File: config.mk
export PLATFORM = sky130hd
export DESIGN_NAME = twicd_div_stage
export DESIGN_NICKNAME = d
export VERILOG_FILES = /design/src/hw/rtl/twicd_pkg.sv /design/src/hw/rtl/twicd_div_stage.sv
export SDC_FILE = /design/constraint.sdc
export NUM_CORES = 1
export LEC_CHECK = 0
export ABC_AREA = 1
export BUFFER_PORTS_ARGS = -buffer_cell sky130_fd_sc_hd__buf_2
export CORE_UTILIZATION = 35
export DETAILED_ROUTE_END_ITERATION = 16
export MAX_ROUTING_LAYER = met4
export PLACE_DENSITY_LB_ADDON = 0.1
export SLEW_MARGIN = 15
export SYNTH_ARGS = -nofsm -noshare
export SYNTH_HDL_FRONTEND = slang
export SYNTH_SLANG_ARGS = --single-unit
File: constraint.sdc
create_clock -name clk_i -period 0.8 [get_ports clk_i]
set_input_delay 0.16 -clock clk_i [delete_from_list [all_inputs] [get_ports clk_i]]
set_output_delay 0.16 -clock clk_i [all_outputs]
set_load 0.005 [all_outputs]
File: src/hw/rtl/twicd_pkg.sv
// Shared types and constants of the two-wire clock divider calculator.
package twicd_pkg;

  localparam int unsigned FclkW  = 30;
  localparam int unsigned RateW  = 22;
  localparam int unsigned NsW    = 16;
  localparam int unsigned DenW   = RateW + 1;
  localparam int unsigned DivSteps = FclkW;
  localparam int unsigned WordW  = 29;

  // reciprocal of 125 for (fclk >> 3) / 125, exact after one correction
  localparam logic [27:0] RecipK   = 28'd137438953;
  localparam int unsigned RecipKSh = 34;
  // reciprocal of 15625 for ((p + 999999) >> 6) / 15625
  localparam logic [20:0] RecipM   = 21'd1099511;
  localparam int unsigned RecipMSh = 34;

  localparam logic [2:0] CfgFclk    = 3'd0;
  localparam logic [2:0] CfgOffset  = 3'd1;
  localparam logic [2:0] CfgPmax    = 3'd2;
  localparam logic [2:0] CfgHoldEn  = 3'd3;
  localparam logic [2:0] CfgFiltEn  = 3'd4;

  typedef struct packed {
    logic [FclkW-1:0] fclk;
    logic [3:0]       offset;
    logic [2:0]       pmax;
    logic             hold_en;
    logic             filt_en;
  } cfg_t;

  // one divider pipeline word: partial remainder, dividend/quotient shifter
  typedef struct packed {
    logic             rate_zero;
    logic [DenW-1:0]  den;
    logic [DenW-1:0]  rem;
    logic [FclkW-1:0] num;
    logic [NsW-1:0]   hold_ns;
    logic [NsW-1:0]   filt_ns;
  } div_t;

endpackage

File: src/hw/rtl/twicd_div_stage.sv
// One restoring-division step of the half-period divider pipeline.
module twicd_div_stage import twicd_pkg::*; (
  input  logic clk_i,
  input  logic rst_ni,
  input  logic en_i,
  input  logic valid_i,
  input  div_t d_i,
  output logic valid_o,
  output div_t d_o
);

  logic [DenW:0] r;
  logic          ge;
  logic          valid_q;
  div_t          d_q;

  always_comb begin
    r  = {d_i.rem, d_i.num[FclkW-1]};
    ge = (r >= {1'b0, d_i.den});
  end

  always_ff @(posedge clk_i or negedge rst_ni) begin
    if (!rst_ni) begin
      valid_q <= 1'b0;
    end else if (en_i) begin
      valid_q <= valid_i;
    end
  end

  always_ff @(posedge clk_i) begin
    if (en_i) begin
      d_q.rate_zero <= d_i.rate_zero;
      d_q.den       <= d_i.den;
      d_q.rem       <= ge ? DenW'(r - {1'b0, d_i.den}) : r[DenW-1:0];
      d_q.num       <= {d_i.num[FclkW-2:0], ge};
      d_q.hold_ns   <= d_i.hold_ns;
      d_q.filt_ns   <= d_i.filt_ns;
    end
  end

  assign valid_o = valid_q;
  assign d_o     = d_q;

endmodule

After elaboration in Yosys (flattened, before gate mapping)
Cells that the tools add are included.
- logic and storage cells: 10
- input bits: 113
- output and inout port bits: 110
- bits in registers: 110
- $add $sub $neg: 1
- muxes and demuxes: 1
- $lt $le $gt $ge: 1
- operators with widths (cell ; count):
    24-bit by 23-bit >= comparator with 1-bit output ; 1
    23-bit 2-to-1 mux ; 1
    23-bit subtractor ; 1

Logic depth before layout (Yosys ltp)
Gate-level depths: netlist of run 1.
- depth in word-level cells: 2
- depth in mapped cells: 14
- mapped depth without buffers: 14

Worst setup path before layout of run 1
OpenSTA, ideal clock, no wires.
- kind: input to register
- start: input d_i[61] (netlist name)
- end: register d_q, in the netlist d_o[71] (data pin)
- data required time: 0.544 ns
- cell stages on the path: 12
- path buffers: 1
- setup slack: -1.056 ns
- arrival: 1.600 ns
- setup time: 0.256 ns
- path through: inv_1 > ha_1 > fa_1 > inv_1 > nand2_1 > nand2_1 > nand3_1 > nand2_2 > nand2_2 > nand4_4 > buf_8 > o21ai_1
- cells in the longest elaborated chain, start to end: 2
- elaborated cells on any way between the ends: 3
- those cells by class: 1 x add/sub; 1 x order compare; 1 x mux
- RTL lines (element ; RTL line ; RTL):
    from (decl) ; twicd_div_stage.sv:7 ; input div_t d_i,
    23-bit subtractor or 24-bit by 23-bit >= comparator with 1-bit output (tied branches) ; twicd_div_stage.sv:34, twicd_div_stage.sv:19 ;
    23-bit 2-to-1 mux * ; twicd_div_stage.sv:34 ; d_q.rem <= ge ? DenW'(r - {1'b0, d_i.den}) : r[DenW-1:0];
    to (decl) ; twicd_div_stage.sv:15 ; div_t d_q;
Every way passes the cells marked *; elsewhere a longest branch is shown, timed or not.
A chain may end at the register's enable or synchronous reset.

Worst setup path after layout of run 1
- start: input d_i[61] (netlist name)
- end: register d_q, in the netlist d_o[74] (data pin)
Same word-level chain as after synthesis.

==> run_results.csv, run 1 <==
group,metric,value,unit
route,drtIter0Drc,244,
worst_setup_path,worst_setup_path_end_kind,"register",
route,wire_per_inst,14.5,microns
finish,area_growth,71.7,%
timing,relSlewSlack,80.5,%
logic_synthesis,synthTopCellsByArea,"edfxtp_1 (59%), nand2_1 (12%), inv_1 (7.7%), ha_1 (5.2%), nand4_1 (1.8%)",
route,dr.pass1.iters,4,
route,wirelength,17.2,mm
placement,pre_cts_ws,-1.13,ns
worst_setup_path,crit_required,0.91,ns
timing,fin_worst_skew,0,ns
placement,place_congestion,0.904,
finish,nets,1108,
cts,cts_buffers,9,
cts,tritoncts,"done",
timing,fmax,655,MHz
route,route.detailed.drc,0,
logic_synthesis,synth_area,0.00554,sq mm
timing,finalSetupViolCount,134,
outcome,status,"finished, violations left",
timing,rsz0062_at_grt,"yes",
logic_synthesis,synthDistinctLibCells,30,
die,num_rows,45,
logic_synthesis,ys_seq_area_share,59.6,%
logic_synthesis,synth_edf_count,109,
logic_synthesis,async_flop_share,0.909,%
cts,cts.sink_count,110,
logic_synthesis,synth_top_area_cell,"edfxtp_1",
timing,slew_violations,0,
finish,n_fill_cell,1394,
die,io_pins,223,
global_route,grt_pass1_wl,25.3,mm
die,die_x,128,microns
outcome,violations,"setup timing",
logic_synthesis,syn-num-nets,694,
logic_synthesis,ys_warn_count,0,
die,initial_core_util,36.1,%
cts,h-tree-depth,3,
min_path,min_path_type,"input pin to register",
timing,finalHoldViolCount,0,
logic_synthesis,synth.avg_cell_area,9.94,sq um
timing,tightest_slew,0.293,ns
cts,clockBufferDepth,2,
die,die_area,0.0163,sq mm
timing,post-route-period-util,191,%
cts,clock_latency,0.35,ns
global_route,overflow,0,
placement,hpwl,11.9,mm
cts,clkSlewWorstSetupHoldPaths,0.07,ns
cts,ctsRootBufferMaster,"clkbuf_16",
pwr,ir_worst_vdd,1190,uV
run,cap_violations,0,
worst_setup_path,crit_type,"input pin to register",
timing,holdWs,0.0200,ns
logic_synthesis,synth-seq-cells,110,
global_route,track_usage,21.0,%
placement,port_buffers,222,
pwr,power_density,1690,mW/mm^2
worst_setup_path,crit_fanout,7,
worst_setup_path,arrival,1.64,ns
finish,final_cell_count_no_fill,1188,
logic_synthesis,syn_inst,557,
global_route,antenna_found_initial,1,
route,vias,5227,
finish,final_layout_size_suffix_gt1_share,49.6,%
global_route,first_global_vias,5148,
global_route,grt_max_degree,42,
route,ant_nets,0,
timing,worst_slack,-0.726,ns
logic_synthesis,synth-main-ff-cell,"edfxtp_1",
placement,dp.cells,1080,
logic_synthesis,synth_top_area_share,59.1,%
die,core-area,0.0153,sq mm
die,die_h,128,microns
logic_synthesis,synthTopCellsByCount,"nand2_1 (177), inv_1 (113), edfxtp_1 (109)",
worst_setup_path,startpoint_type,"input pin",
logic_synthesis,yosysMostFrequentCell,"nand2_1",
route,drt-vias-per-instance,4.40,
pwr,leakage,4.59,nW
timing,min_period,1.53,ns
critical path, stage by stage:
cell	delay, ns
buf_8	0.09
inv_12	0.03
ha_4	0.15
fa_2	0.35
inv_2	0.08
nand2_2	0.05
nand2_2	0.05
nand3_2	0.06
nand2_2	0.10
nand2_4	0.06
nand4_4	0.19
clkbuf_16	0.21
o21ai_2	0.05
state kept, by name, summed over array words and instances (netlist names):
signal	flops
valid_o	1
d_o	109
report_power, final:
part / total [mW] / internal (mW) / switching [mW]
registers: 7.11 / 6.97 / 0.140
logic: 4.26 / 2.21 / 2.05
clock network: 4.70 / 2.49 / 2.21
total: 16.1 / 11.7 / 4.40
cells in the final DEF, fill, tap and decap left out, types with 20 or more instances in the layout:
master         netlist  layout
nor2_1              26      20
inv_1              113      91
buf_2                1     213
nand2_2              5      46
dlygate4sd3_1        0      83
edfxtp_1           109     109
buf_4                0      96
nand2_1            177     126
inv_2                2      21
ha_4                 0      22
cell families after synthesis:
logic type | count (synthesis) | synth area share, %
AO/OA/AOI/OAI | 23 | 2.55
XOR/XNOR | 9 | 1.42
adder cells (fa/ha/maj) | 24 | 5.56
buffers and inverters | 121 | 8.77
flip-flops | 110 | 59.6
multiplexers | 1 | 0.203
AND/OR/NAND/NOR | 269 | 21.9
layer usage:
metal  GRT usage [%]  routed length, microns  vias to the layer above
met4            8.03                     278                        0
li1                -                       -                     2630
met2            37.0                    8900                      158
met3            3.51                     833                       20
met1            23.9                    7230                     2419
met5               -                       0                        -
layout make-up:
cell class	count	area (sq um)	area share, %
inverters	115	449	4.73
repair buffers	409	2880	30.3
diodes	1	2.50	0.0263
clock inverters	6	77.6	0.816
flip-flops and latches	110	3300	34.7
well taps	211	264	2.78
clock buffers	10	229	2.41
multi-input cells	326	2310	24.3
per-stage QoR:
stage / setup TNS, ns / total power, mW / util [%] / area [sq um]
finish: -40.18 / 16.1 / 62.0 / 9500
global route: -45.91 / 16.9 / 62.0 / 9500
CTS: -41.20 / 15.7 / 58.6 / 8980
detailed placement: -41.96 / 10.6 / 51.1 / 7820
global placement: -40.33 / 10.6 / 51.1 / 7820
floorplan: -20.78 / 8.76 / - / 5730
timing repair:
action                                 in CTS  in global routing
buffers inserted                            0                  5
gates resized for setup                     6                116
pin swaps                                   0                 50
hold buffers                               82                  1
setup endpoints to repair                 134                134
endpoints found under the hold margin      82                  1
gates cloned                                0                  3
worst paths after layout:
check                         from  endpoint  slack, ns  depth (start not counted)
setup / recovery           d_i[61]   d_o[74]      -0.73                         13
hold / removal             d_i[10]   d_o[10]       0.02                          1
setup reg to reg           valid_o   valid_o       0.06                          1
hold reg to reg            valid_o   valid_o       0.52                          1
max in group asynchronous   rst_ni   valid_o       0.61                          2
min in group asynchronous   rst_ni   valid_o       0.11                          2
Note: power is estimated with default switching activity, not from simulation.
==> run 2: changes to the inputs <==
- CORE_UTILIZATION: 35 -> 44
==> run 2 against run 1 <==
Global-route usage rose by 7.2 points. Clock skew unchanged. Combinational power grew 2%. Register-to-register slack is essentially flat. Sequential share of layout area about the same. The run still ends with setup timing left. Die area down 20%. Final cell count decreased by 3.5%. Clock-buffer cell count unchanged. Largest cell class unchanged. Clock power barely moved. First-iteration DRC count increased by 30%.
==> run_results.csv, run 2 (synthesis results as in run 1) <==
group,metric,value,unit
finish,largest_reg_flops,109,
cts,clkSlewWorstSetupHoldPaths,0.08,ns
pwr,ir_worst_vdd,1200,uV
finish,final_layout_size_suffix_gt1_share,47.4,%
finish,fin_util,78.0,%
worst_setup_path,crit_required,0.91,ns
route,dr.pass1.iters,5,
placement,dp.cells,1035,
min_path,min_path_type,"input pin to register",
route,vias,5292,
pwr,power.internal,11.7,mW
finish,multi_input_area,0.00224,sq mm
timing,finalSetupViolCount,134,
global_route,first_global_vias,5386,
global_route,grt_pass1_wl,26.9,mm
timing,slew_violations,0,
timing,fmax,655,MHz
outcome,violations,"setup timing",
worst_setup_path,crit_type,"input pin to register",
global_route,track_usage,28.2,%
timing,post-route-period-util,191,%
finish,ff_latch_area,0.00330,sq mm
route,drtIter0Drc,317,
cts,ctsRootBufferMaster,"clkbuf_16",
pwr,finalPower,16.2,mW
timing,relSlewSlack,80.2,%
cts,cts_buffers,9,
cts,clockBufferDepth,2,
finish,area_growth,71.4,%
die,die_area,0.0130,sq mm
worst_setup_path,startpoint_type,"input pin",
timing,fin_worst_skew,0,ns
finish,nets,1110,
finish,mostFrequentLayoutCell,"buf_2",
placement,hpwl,12.0,mm
timing,holdWs,0.00997,ns
route,wirelength,17.8,mm
pwr,clkPwrFrac,29.1,%
placement,port_buffers,222,
pwr,p_switching,4.43,mW
die,core-area,0.0122,sq mm
finish,n_fill_cell,815,
cts,h-tree-depth,3,
route,route.detailed.drc,0,
global_route,grt_max_degree,47,
timing,tightest_slew,0.297,ns
run,cap_violations,0,
finish,most-common-layout-cells,"buf_2 (216), nand2_1 (152), edfxtp_1 (109)",
outcome,status,"finished, violations left",
pwr,seq_power_share,44.0,%
timing,finalHoldViolCount,0,
timing,worst_slack,-0.727,ns
global_route,antenna_found_initial,1,
cts,clock_latency,0.35,ns
global_route,overflow,0,
worst_setup_path,crit_fanout,8,
route,ant_nets,0,
timing,min_period,1.53,ns
cts,tritoncts,"done",
worst_setup_path,arrival,1.63,ns
route,wire_per_inst,15.5,microns
timing,fin_setup_tns,-40.06,ns
timing,rsz0062_at_grt,"yes",
die,initial_core_util,45.5,%
placement,place_congestion,0.860,
die,io_pins,223,
pwr,pwr-share-comb,26.9,%
route,drt-vias-per-instance,4.61,
worst_setup_path,worst_setup_path_end_kind,"register",
pwr,leakage,4.66,nW
die,die_h,114,microns
cts,cts.sink_count,110,
finish,final_cell_count_no_fill,1147,
die,die_x,114,microns
pwr,switching_share,27.4,%
die,num_rows,40,
pwr,power_density,1700,mW/mm^2
[run 2: cell count changes in the layout (fill, tap and decap cells not counted), sizes merged]
cell	previous run	this run
buf	324	332
dlygate4sd3	83	79
clkbuf	12	10
[run 2: path summary, 6_finish.rpt]
path | cells past startpoint | startpoint | end | slack, ns
worst max-delay path | 12 | d_i[72] | d_o[74] | -0.73
worst min-delay path | 1 | d_i[87] | d_o[87] | 0.01
worst max register to register | 1 | valid_o | valid_o | 0.05
worst min register to register | 1 | valid_o | valid_o | 0.53
max in group asynchronous | 2 | rst_ni | valid_o | 0.60
min in group asynchronous | 2 | rst_ni | valid_o | 0.11
[run 2: metrics by stage]
stage | worst slack [ns] | cell area [sq um]
after floorplan | -0.897 | 5730
after global placement | -1.11 | 7790
after detailed placement | -1.15 | 7790
after CTS | -0.731 | 9350
after global routing | -0.816 | 9490
final | -0.727 | 9490
[run 2: power by group through the flow]
stage	Combinational, mW	Sequential [mW]	Clock (mW)
global route	4.74	7.16	4.94
global placement	3.37	7.21	0
detailed placement	3.43	7.22	0
floorplan	1.43	7.32	0
CTS	4.18	7.10	4.74
finish	4.35	7.11	4.71
[run 2: routing by layer]
metal  track usage (%)  wire (microns)  part of all wire [%]  up-vias
li1                  -               -                     -     2638
met1              31.5            7060                    40     2441
met2              51.3            9330                    53      180
met3              4.39             925                   5.2       33
met4              9.61             440                   2.5        0
met5                 -               0                     0        -
[run 2: repair_timing]
action,CTS,global route
endpoints found under the setup margin,134,134
buffers inserted,11,1
pin swaps,41,18
cloned,4,0
hold buffers,79,0
gates resized for setup,63,38
hold endpoints to repair,79,0
[run 2: cell type report]
| class | instances | share of cell area [%] |
|---|---|---|
| Clock buffer | 10 | 2.41 |
| Inverter | 115 | 4.71 |
| Antenna cell | 1 | 0.0264 |
| Timing Repair Buffer | 411 | 31.5 |
| Sequential cell | 110 | 34.8 |
| Clock inverter | 6 | 0.818 |
| Tap cell | 168 | 2.22 |
| Multi-Input combinational cell | 326 | 23.6 |
[run 2: worst max-delay path, stage by stage]
cell and delay, ns:
buf_2 0.13, ha_4 0.30, nand2_4 0.06, buf_12 0.12, nor2_4 0.12, nand2_4 0.08, nor2_2 0.14, nand2_4 0.07
nand4_4 0.13, buf_12 0.13, buf_12 0.13, o21ai_2 0.05
