## config.mk

```make
export PLATFORM = sky130hd
export DESIGN_NAME = twicd_post
export DESIGN_NICKNAME = d
export VERILOG_FILES = /design/src/hw/rtl/twicd_pkg.sv /design/src/hw/rtl/twicd_post.sv
export SDC_FILE = /design/constraint.sdc
export NUM_CORES = 2
export LEC_CHECK = 0
export CAP_MARGIN = 40
export CORE_MARGIN = 5
export CORE_UTILIZATION = 35
export CTS_CLUSTER_DIAMETER = 80
export CTS_CLUSTER_SIZE = 20
export DETAILED_ROUTE_END_ITERATION = 6
export DONT_BUFFER_PORTS = 1
export GPL_ROUTABILITY_DRIVEN = 0
export PLACE_DENSITY = 0.46
export SYNTH_ARGS = -nofsm -noshare
export SYNTH_HDL_FRONTEND = slang
export SYNTH_SLANG_ARGS = --single-unit
```

## constraint.sdc

```tcl
create_clock -name clk_i -period 12.4 [get_ports clk_i]
set_input_delay 1.86 -clock clk_i [delete_from_list [all_inputs] [get_ports clk_i]]
set_output_delay 1.86 -clock clk_i [all_outputs]
set_load 0.02 [all_outputs]
```

## src/hw/rtl/twicd_pkg.sv

```systemverilog
// Shared types and constants of the two-wire clock divider calculator.
package twicd_pkg;

  localparam int unsigned FclkW  = 30;
  localparam int unsigned RateW  = 22;
  localparam int unsigned NsW    = 16;
  localparam int unsigned DenW   = RateW + 1;
  localparam int unsigned DivSteps = FclkW;
  localparam int unsigned WordW  = 29;

  // reciprocal of 125 for (fclk >> 3) / 125, exact after one correction
  localparam logic [27:0] RecipK   = 28'd137438953;
  localparam int unsigned RecipKSh = 34;
  // reciprocal of 15625 for ((p + 999999) >> 6) / 15625
  localparam logic [20:0] RecipM   = 21'd1099511;
  localparam int unsigned RecipMSh = 34;

  localparam logic [2:0] CfgFclk    = 3'd0;
  localparam logic [2:0] CfgOffset  = 3'd1;
  localparam logic [2:0] CfgPmax    = 3'd2;
  localparam logic [2:0] CfgHoldEn  = 3'd3;
  localparam logic [2:0] CfgFiltEn  = 3'd4;

  typedef struct packed {
    logic [FclkW-1:0] fclk;
    logic [3:0]       offset;
    logic [2:0]       pmax;
    logic             hold_en;
    logic             filt_en;
  } cfg_t;

  // one divider pipeline word: partial remainder, dividend/quotient shifter
  typedef struct packed {
    logic             rate_zero;
    logic [DenW-1:0]  den;
    logic [DenW-1:0]  rem;
    logic [FclkW-1:0] num;
    logic [NsW-1:0]   hold_ns;
    logic [NsW-1:0]   filt_ns;
  } div_t;

endpackage

```

## src/hw/rtl/twicd_post.sv

```systemverilog
// Prescaler split, hold and filter count pipeline after the divider.
module twicd_post import twicd_pkg::*; (
  input  logic             clk_i,
  input  logic             rst_ni,
  input  logic             en_i,
  input  cfg_t             cfg_i,
  input  logic             valid_i,
  input  div_t             d_i,
  output logic             valid_o,
  output logic [WordW-1:0] waveform_word_o,
  output logic [2:0]       filter_threshold_o,
  output logic             prescaler_clamped_o,
  output logic             hold_clamped_o,
  output logic             filter_clamped_o
);

  logic [5:0] vld_q;

  // stage 1
  logic [FclkW-1:0] half;
  logic [FclkW-1:0] dv_d, dv_q;
  logic [26:0]      x;
  logic [54:0]      kp;
  logic [20:0]      k0_q;
  logic             rz1_q;
  logic [NsW-1:0]   hns1_q, fns1_q;

  // stage 2
  logic [27:0]      kr;
  logic [20:0]      k_d, k_q;
  logic [21:0]      v;
  logic [4:0]       presc;
  logic [FclkW-1:0] dsh;
  logic [2:0]       pr_d, pr_q2;
  logic [7:0]       dvr_d, dvr_q2;
  logic             pf_d, pf_q2;
  logic [NsW-1:0]   hns2_q, fns2_q;

  // stage 3
  logic [36:0]      ph_q, pf3_q;
  logic [2:0]       pr_q3;
  logic [7:0]       dvr_q3;
  logic             pf_q3;

  // stage 4
  logic [25:0]      sh, sf;
  logic [26:0]      ah, af;
  logic [20:0]      yh_q, yf_q;
  logic [2:0]       pr_q4;
  logic [7:0]       dvr_q4;
  logic             pf_q4;

  // stage 5
  logic [41:0]      mh, mf;
  logic [7:0]       qh0_q, qf0_q;
  logic [20:0]      yh5_q, yf5_q;
  logic [2:0]       pr_q5;
  logic [7:0]       dvr_q5;
  logic             pf_q5;

  // stage 6
  logic [21:0]      rh, rf;
  logic [7:0]       qh, qf;
  logic [4:0]       hold_d;
  logic             hflag_d;
  logic [2:0]       filt_d;
  logic             fflag_d;
  logic [WordW-1:0] word_q;
  logic [2:0]       filt_q;
  logic             pflag_q, hflag_q, fflag_q;

  always_ff @(posedge clk_i or negedge rst_ni) begin
    if (!rst_ni) begin
      vld_q <= '0;
    end else if (en_i) begin
      vld_q <= {vld_q[4:0], valid_i};
    end
  end

  // stage 1: ceil, offset, fclk/1000 estimate
  always_comb begin
    half = d_i.num + FclkW'(d_i.rem != '0);
    dv_d = (half > FclkW'(cfg_i.offset)) ? half - FclkW'(cfg_i.offset) : '0;
    x    = cfg_i.fclk[FclkW-1:3];
    kp   = 55'(x) * 55'(RecipK);
  end

  always_ff @(posedge clk_i) begin
    if (en_i) begin
      dv_q   <= dv_d;
      k0_q   <= kp[RecipKSh +: 21];
      rz1_q  <= d_i.rate_zero;
      hns1_q <= d_i.hold_ns;
      fns1_q <= d_i.filt_ns;
    end
  end

  // stage 2: prescaler split and fclk/1000 correction
  always_comb begin
    kr  = 28'(x) - (28'(k0_q) * 28'd125);
    k_d = (kr >= 28'd125) ? k0_q + 21'd1 : k0_q;
    v   = dv_q[FclkW-1:8];
    presc = '0;
    for (int i = 0; i < 22; i++) begin
      if (v[i]) presc = 5'(i + 1);
    end
    dsh = dv_q >> presc;
    if (rz1_q || (presc > 5'(cfg_i.pmax))) begin
      pr_d  = cfg_i.pmax;
      dvr_d = 8'hff;
      pf_d  = 1'b1;
    end else begin
      pr_d  = presc[2:0];
      dvr_d = dsh[7:0];
      pf_d  = 1'b0;
    end
  end

  always_ff @(posedge clk_i) begin
    if (en_i) begin
      k_q    <= k_d;
      pr_q2  <= pr_d;
      dvr_q2 <= dvr_d;
      pf_q2  <= pf_d;
      hns2_q <= hns1_q;
      fns2_q <= fns1_q;
    end
  end

  // stage 3: ns times clocks per millisecond
  always_ff @(posedge clk_i) begin
    if (en_i) begin
      ph_q   <= 37'(hns2_q) * 37'(k_q);
      pf3_q  <= 37'(fns2_q) * 37'(k_q);
      pr_q3  <= pr_q2;
      dvr_q3 <= dvr_q2;
      pf_q3  <= pf_q2;
    end
  end

  // stage 4: saturate (anything that large clamps anyway), round up
  always_comb begin
    sh = (ph_q[36:26] != '0) ? '1 : ph_q[25:0];
    sf = (pf3_q[36:26] != '0) ? '1 : pf3_q[25:0];
    ah = 27'(sh) + 27'd999999;
    af = 27'(sf) + 27'd999999;
  end

  always_ff @(posedge clk_i) begin
    if (en_i) begin
      yh_q   <= ah[26:6];
      yf_q   <= af[26:6];
      pr_q4  <= pr_q3;
      dvr_q4 <= dvr_q3;
      pf_q4  <= pf_q3;
    end
  end

  // stage 5: quotient estimate by 15625
  always_comb begin
    mh = 42'(yh_q) * 42'(RecipM);
    mf = 42'(yf_q) * 42'(RecipM);
  end

  always_ff @(posedge clk_i) begin
    if (en_i) begin
      qh0_q  <= mh[RecipMSh +: 8];
      qf0_q  <= mf[RecipMSh +: 8];
      yh5_q  <= yh_q;
      yf5_q  <= yf_q;
      pr_q5  <= pr_q4;
      dvr_q5 <= dvr_q4;
      pf_q5  <= pf_q4;
    end
  end

  // stage 6: correct, clamp, pack
  always_comb begin
    rh = 22'(yh5_q) - (22'(qh0_q) * 22'd15625);
    rf = 22'(yf5_q) - (22'(qf0_q) * 22'd15625);
    qh = (rh >= 22'd15625) ? qh0_q + 8'd1 : qh0_q;
    qf = (rf >= 22'd15625) ? qf0_q + 8'd1 : qf0_q;
    hold_d  = '0;
    hflag_d = 1'b0;
    filt_d  = '0;
    fflag_d = 1'b0;
    if (cfg_i.hold_en && (qh > 8'd3)) begin
      if (qh > 8'd34) begin
        hold_d  = 5'h1f;
        hflag_d = 1'b1;
      end else begin
        hold_d  = 5'(qh - 8'd3);
      end
    end
    if (cfg_i.filt_en) begin
      if (qf > 8'd7) begin
        filt_d  = 3'd7;
        fflag_d = 1'b1;
      end else begin
        filt_d  = qf[2:0];
      end
    end
  end

  always_ff @(posedge clk_i) begin
    if (en_i) begin
      word_q  <= {hold_d, 5'b0, pr_q5, dvr_q5, dvr_q5};
      filt_q  <= filt_d;
      pflag_q <= pf_q5;
      hflag_q <= hflag_d;
      fflag_q <= fflag_d;
    end
  end

  assign valid_o             = vld_q[5];
  assign waveform_word_o     = word_q;
  assign filter_threshold_o  = filt_q;
  assign prescaler_clamped_o = pflag_q;
  assign hold_clamped_o      = hflag_q;
  assign filter_clamped_o    = fflag_q;

endmodule

```

# Yosys cells after proc, flatten, opt, wreduce, memory -nomap -nowiden

Index checks and enable logic that the tools add are counted.

Bits in registers: 395
Input port bits: 152
Output and inout port bits: 36
Word-level logic and storage cells: 101

Shift operators: 1
Mux-type cells: 33
$add $sub $neg: 11
Multipliers: 8
Reductions and logical operators: 5
Order comparisons: 8

Operators by type and width:

| operator                                                                              | number |
|---|---|
| 5-bit 2-to-1 mux                                                                      | 22 |
| 21-bit by 21-bit multiplier with 42-bit output, second input constant                 | 2 |
| 16-bit by 21-bit multiplier with 37-bit output                                        | 2 |
| 27-bit by 28-bit multiplier with 55-bit output, second input constant                 | 1 |
| 26-bit by 20-bit adder with 27-bit output, second input constant                      | 2 |
| 26-bit 2-to-1 mux                                                                     | 2 |
| 22-bit by 14-bit greater-or-equal comparator with 1-bit output, second input constant | 2 |
| 8-bit by 14-bit multiplier with 22-bit output, second input constant                  | 2 |
| 21-bit by 22-bit subtractor with 22-bit output                                        | 2 |
| 30-bit by 1-bit adder with 30-bit output                                              | 1 |
| 30-bit by 4-bit > comparator with 1-bit output                                        | 1 |
| 30-bit by 5-bit >> shifter with 8-bit output                                          | 1 |
| 30-bit by 4-bit subtractor with 30-bit output                                         | 1 |
| 28-bit by 7-bit greater-or-equal comparator with 1-bit output, second input constant  | 1 |
| 21-bit by 7-bit multiplier with 28-bit output, second input constant                  | 1 |
| 27-bit by 28-bit subtractor with 28-bit output                                        | 1 |
| 23-bit nonzero test                                                                   | 1 |
| 11-bit nonzero test                                                                   | 2 |
| 21-bit by 1-bit adder with 21-bit output, second input constant                       | 1 |
| 21-bit 2-to-1 mux                                                                     | 1 |
| 8-bit by 1-bit adder with 8-bit output, second input constant                         | 2 |
| 8-bit 2-to-1 mux                                                                      | 2 |
| 8-bit by 2-bit > comparator with 1-bit output, second input constant                  | 1 |
| 8-bit by 3-bit > comparator with 1-bit output, second input constant                  | 1 |
| 7 further kinds                                                                       | 11 |

# Depth between registers and ports, before layout

Depth after elaboration: 25
Gate-level depth with buffers: 27

# Worst setup path before layout

OpenSTA, ideal clock, no wires.

Path kind: in2reg
Start: in cfg_i[24] (netlist name)
End: reg k0_q[18], data pin
Setup slack: 4698 ps
Cell stages on the path: 21
Buffers on the path: 0
Setup time: 180 ps
Arrival: 7522 ps
Cell sequence: fa_1 > fa_1 > fa_1 > fa_1 > fa_1 > inv_1 > fa_1 > inv_1 > fa_1 > ha_1 > o21ai_0 > a211oi_1 > nand4_1 > nor3_1 > o21ai_0 > a21oi_1 > o21a_1 > o2111ai_1 > a211oi_1 > o21ai_0 > a221oi_1

Cells in the longest elaborated chain, start to end: 1

Ends and longest elaborated chain:

| element                                        | RTL line         | source |
|---|---|---|
| from (decl)                                    | twicd_post.sv:6  | `input cfg_t cfg_i,` |
| 27-bit by 28-bit multiplier with 55-bit output | twicd_post.sv:85 | `kp = 55'(x) * 55'(RecipK);` |
| net kp[52]                                     | twicd_post.sv:23 | `logic [54:0] kp;` |
| to (signal assigned)                           | twicd_post.sv:91 | `k0_q <= kp[RecipKSh +: 21];` |
| to (decl)                                      | twicd_post.sv:24 | `logic [20:0] k0_q;` |

The timed path passes the listed nets, and every way through them passes these cells.
A chain may end at the register's enable or synchronous reset.

# Worst setup path in the final report

Start: in cfg_i[36] (netlist name)
End: reg k0_q[18], data pin

Same word-level chain as after synthesis.

==> key figures <==
Run status
  • Status: finished with violations
  • Violated checks: max-slew violations

Placement
  • Hpwl dp: 140000 um
  • Port-buffer cells: 0
  • Placed Area: 76200 um2
  • Placed insts: 9941

Route
  • TritonRoute pass-1 iters: 5
  • Vias post-DR: 47.3k
  • Detailed Route WL: 173000 um
  • Avg WL per Cell: 17.2 um
  • Antenna viol nets, final: 0
  • Vias/cell: 4.72
  • DRT iter0 DRCs: 2014
  • Drc violations: 0

Layout
  • Most frequent cells in the layout: 1912 x inv_1, 1262 x fa_1, 1105 x ha_1, 606 x nand2_1, 381 x edfxtp_1
  • Area Growth Syn to Fin: 6.93%
  • Design Area, Final: 77900 um2
  • Layout Nets: 9719
  • Non-Filler Instances: 10.0k
  • Layout cells sized above 1: 2.65%
  • Most common cell after layout, fill and taps aside: inv_1

Logic synthesis
  • Ys flop type: edfxtp_1
  • Area contributors post-synth: fa_1 35%, ha_1 19%, edfxtp_1 16%
  • Yosys cell types: 89
  • Synthesized area: 72900 um2
  • Avg Cell Area, Syn: 10.0 um2
  • EDFF count, synth: 381
  • Synth top area share: 34.7%
  • Ys Warns: 0
  • Register area share after synthesis: 15.9%
  • Syn Inst Count: 7267
  • Synth area leader: fa_1
  • Ys async rst share: 1.55%
  • #FFs+latches synth: 387

Min path
  • Hold path cells: 0
  • Worst hold-check path type: reg2reg
  • Hold_sp: fns1_q[10]

Clock tree
  • Setup Fix Bufs, Post-CTS: 0
  • Longest Clk Path Bufs: 3
  • # clock sinks: 387
  • CTS Buf Count: 45
  • Post-CTS sizing: 0
  • Clock-pin slew on the worst setup and hold paths: 0.08 ns
  • Cts hold-fix bufs: 0
  • CTS root buffer: clkbuf_16
  • Worst skew pair latency: 0.63 ns
  • CTS tree: done
  • H-tree depth: 2

Setup path
  • Reg2reg path depth: 22
  • Setup crit start: cfg_i[36]
  • Critical path required time: 12.83 ns
  • CP Data Arrival Time: 8.49 ns
  • Crit-path max FO: 8
  • Setup Crit Path Kind: in2reg
  • Crit end category: flop
  • FF-to-FF Start: qh0_q[0]
  • Worst setup SP type: input pin

STA
  • Clk_skew: 0.0234 ns
  • Fin crit period: 8.06 ns
  • Final period util: 65.0%
  • Fmax: 0.124 GHz
  • Final Hold Fails: 0
  • Setup TNS Final: 0 ns
  • # setup viols final: 0
  • Least-Margin Pin Slew: 3.30 ns
  • Final Slew Violations: 273
  • Relative slew slack: -120%
  • RSZ-0062 raised after global routing: false

Global routing
  • Total track usage: 16.5%
  • Gr ovfl total: 0
  • Largest net degree at the start of global routing: 388
  • Initial antenna violation count: 16
  • First-pass GRT wire length: 287000 um
  • Vias in the first global route: 51.7k

Floorplanning
  • Width of the chip: 466 um
  • # IOs: 188
  • CORE AREA: 207000 um2
  • Die Area: 217000 um2
  • FP Rows: 167
  • Starting density of the core: 35.2%
  • Die Y: 466 um

Flow run
  • Max Cap Viol: 0
==> area by class of cell <==
type,instances,area [um2]
fillers,20699,129000
multi-input cells,4794,53400
flip-flops and latches,387,11600
inverters,1913,7180
well taps,2788,3490
clock buffers,46,1130
repair buffers,59,593
clock inverters,35,561
diodes,3,7.51
==> Yosys cell counts (42+ instances only) <==
cell      count
fa_1       1262
edfxtp_1    381
and2_1      224
o21ai_0     148
xor2_1       77
inv_1      1912
nand3_1      80
nor2_1      195
a21o_1       96
ha_1       1105
clkbuf_1    150
nand2_1     606
a21oi_1     187
o21a_1       42
xnor2_1     152
nor3_1       67
==> metrics by stage <==
step | setup WS, ns | util (%) | hold WS, ns
global route | 3.79 | 37.6 | 0.423
global placement | 3.66 | 36.7 | 0.401
CTS | 4.29 | 37.6 | 0.421
floorplan | 4.70 | - | 0.400
finish | 4.34 | 37.6 | 0.422
detailed placement | 3.64 | 36.8 | 0.405
==> kinds of logic (layout without fill, tap and decap cells) <==
kind of cell	Yosys count	after routing	share of synthesized area, %
buf+inv	2090	2053	10.9
fa+ha+maj	2367	2367	53.6
xor+xnor	230	230	2.78
flops	387	387	15.9
mux	58	58	0.989
compound gates	721	721	6.50
other cells	1	8	0.00514
simple gates	1413	1413	9.31
==> worst max-delay path: stages <==
cell	delay, ns
fa_1	0.48
fa_1	0.53
inv_1	0.05
fa_1	0.52
fa_1	0.47
fa_1	0.52
fa_1	0.43
fa_1	0.50
inv_1	0.04
ha_1	0.34
a21oi_1	0.12
a211oi_1	0.61
o21bai_1	0.14
and3_1	0.22
nand2b_1	0.15
a21oi_1	0.25
o21a_1	0.25
o2111ai_1	0.20
a211oi_1	0.38
o21ai_0	0.13
a221oi_1	0.28
==> state kept, by name, indices dropped and copies added (netlist names), 16 cells and up <==
name / cells
fns1_q: 16
pf3_q: 37
fns2_q: 16
k0_q: 21
yh5_q: 21
hns2_q: 16
dv_q: 30
waveform_word_o: 16
ph_q: 37
yf5_q: 21
k_q: 21
hns1_q: 16
yf_q: 21
yh_q: 21
==> final timing paths <==
check | slack (ns) | endpoint
max | 4.34 | k0_q[18]
min | 0.42 | fns2_q[10]
max reg2reg | 4.62 | waveform_word_o[28]
min reg2reg | 0.42 | fns2_q[10]
max in group asynchronous | 11.40 | vld_q[5]
min in group asynchronous | 0.93 | vld_q[0]
==> layer usage <==
layer  up-vias  share of wire (%)  track usage, %  wire length [um]
li1      22626                  -               -                 -
met1     23911                 47            23.3             81900
met2       604                 48            28.1             83400
met3       132                3.0            1.61              5180
met4         6                1.2            2.22              2150
met5         -              0.024               0                42
Power is not shown: default switching activity piles up to over one toggle a cycle in this logic, so the estimate is an artifact.
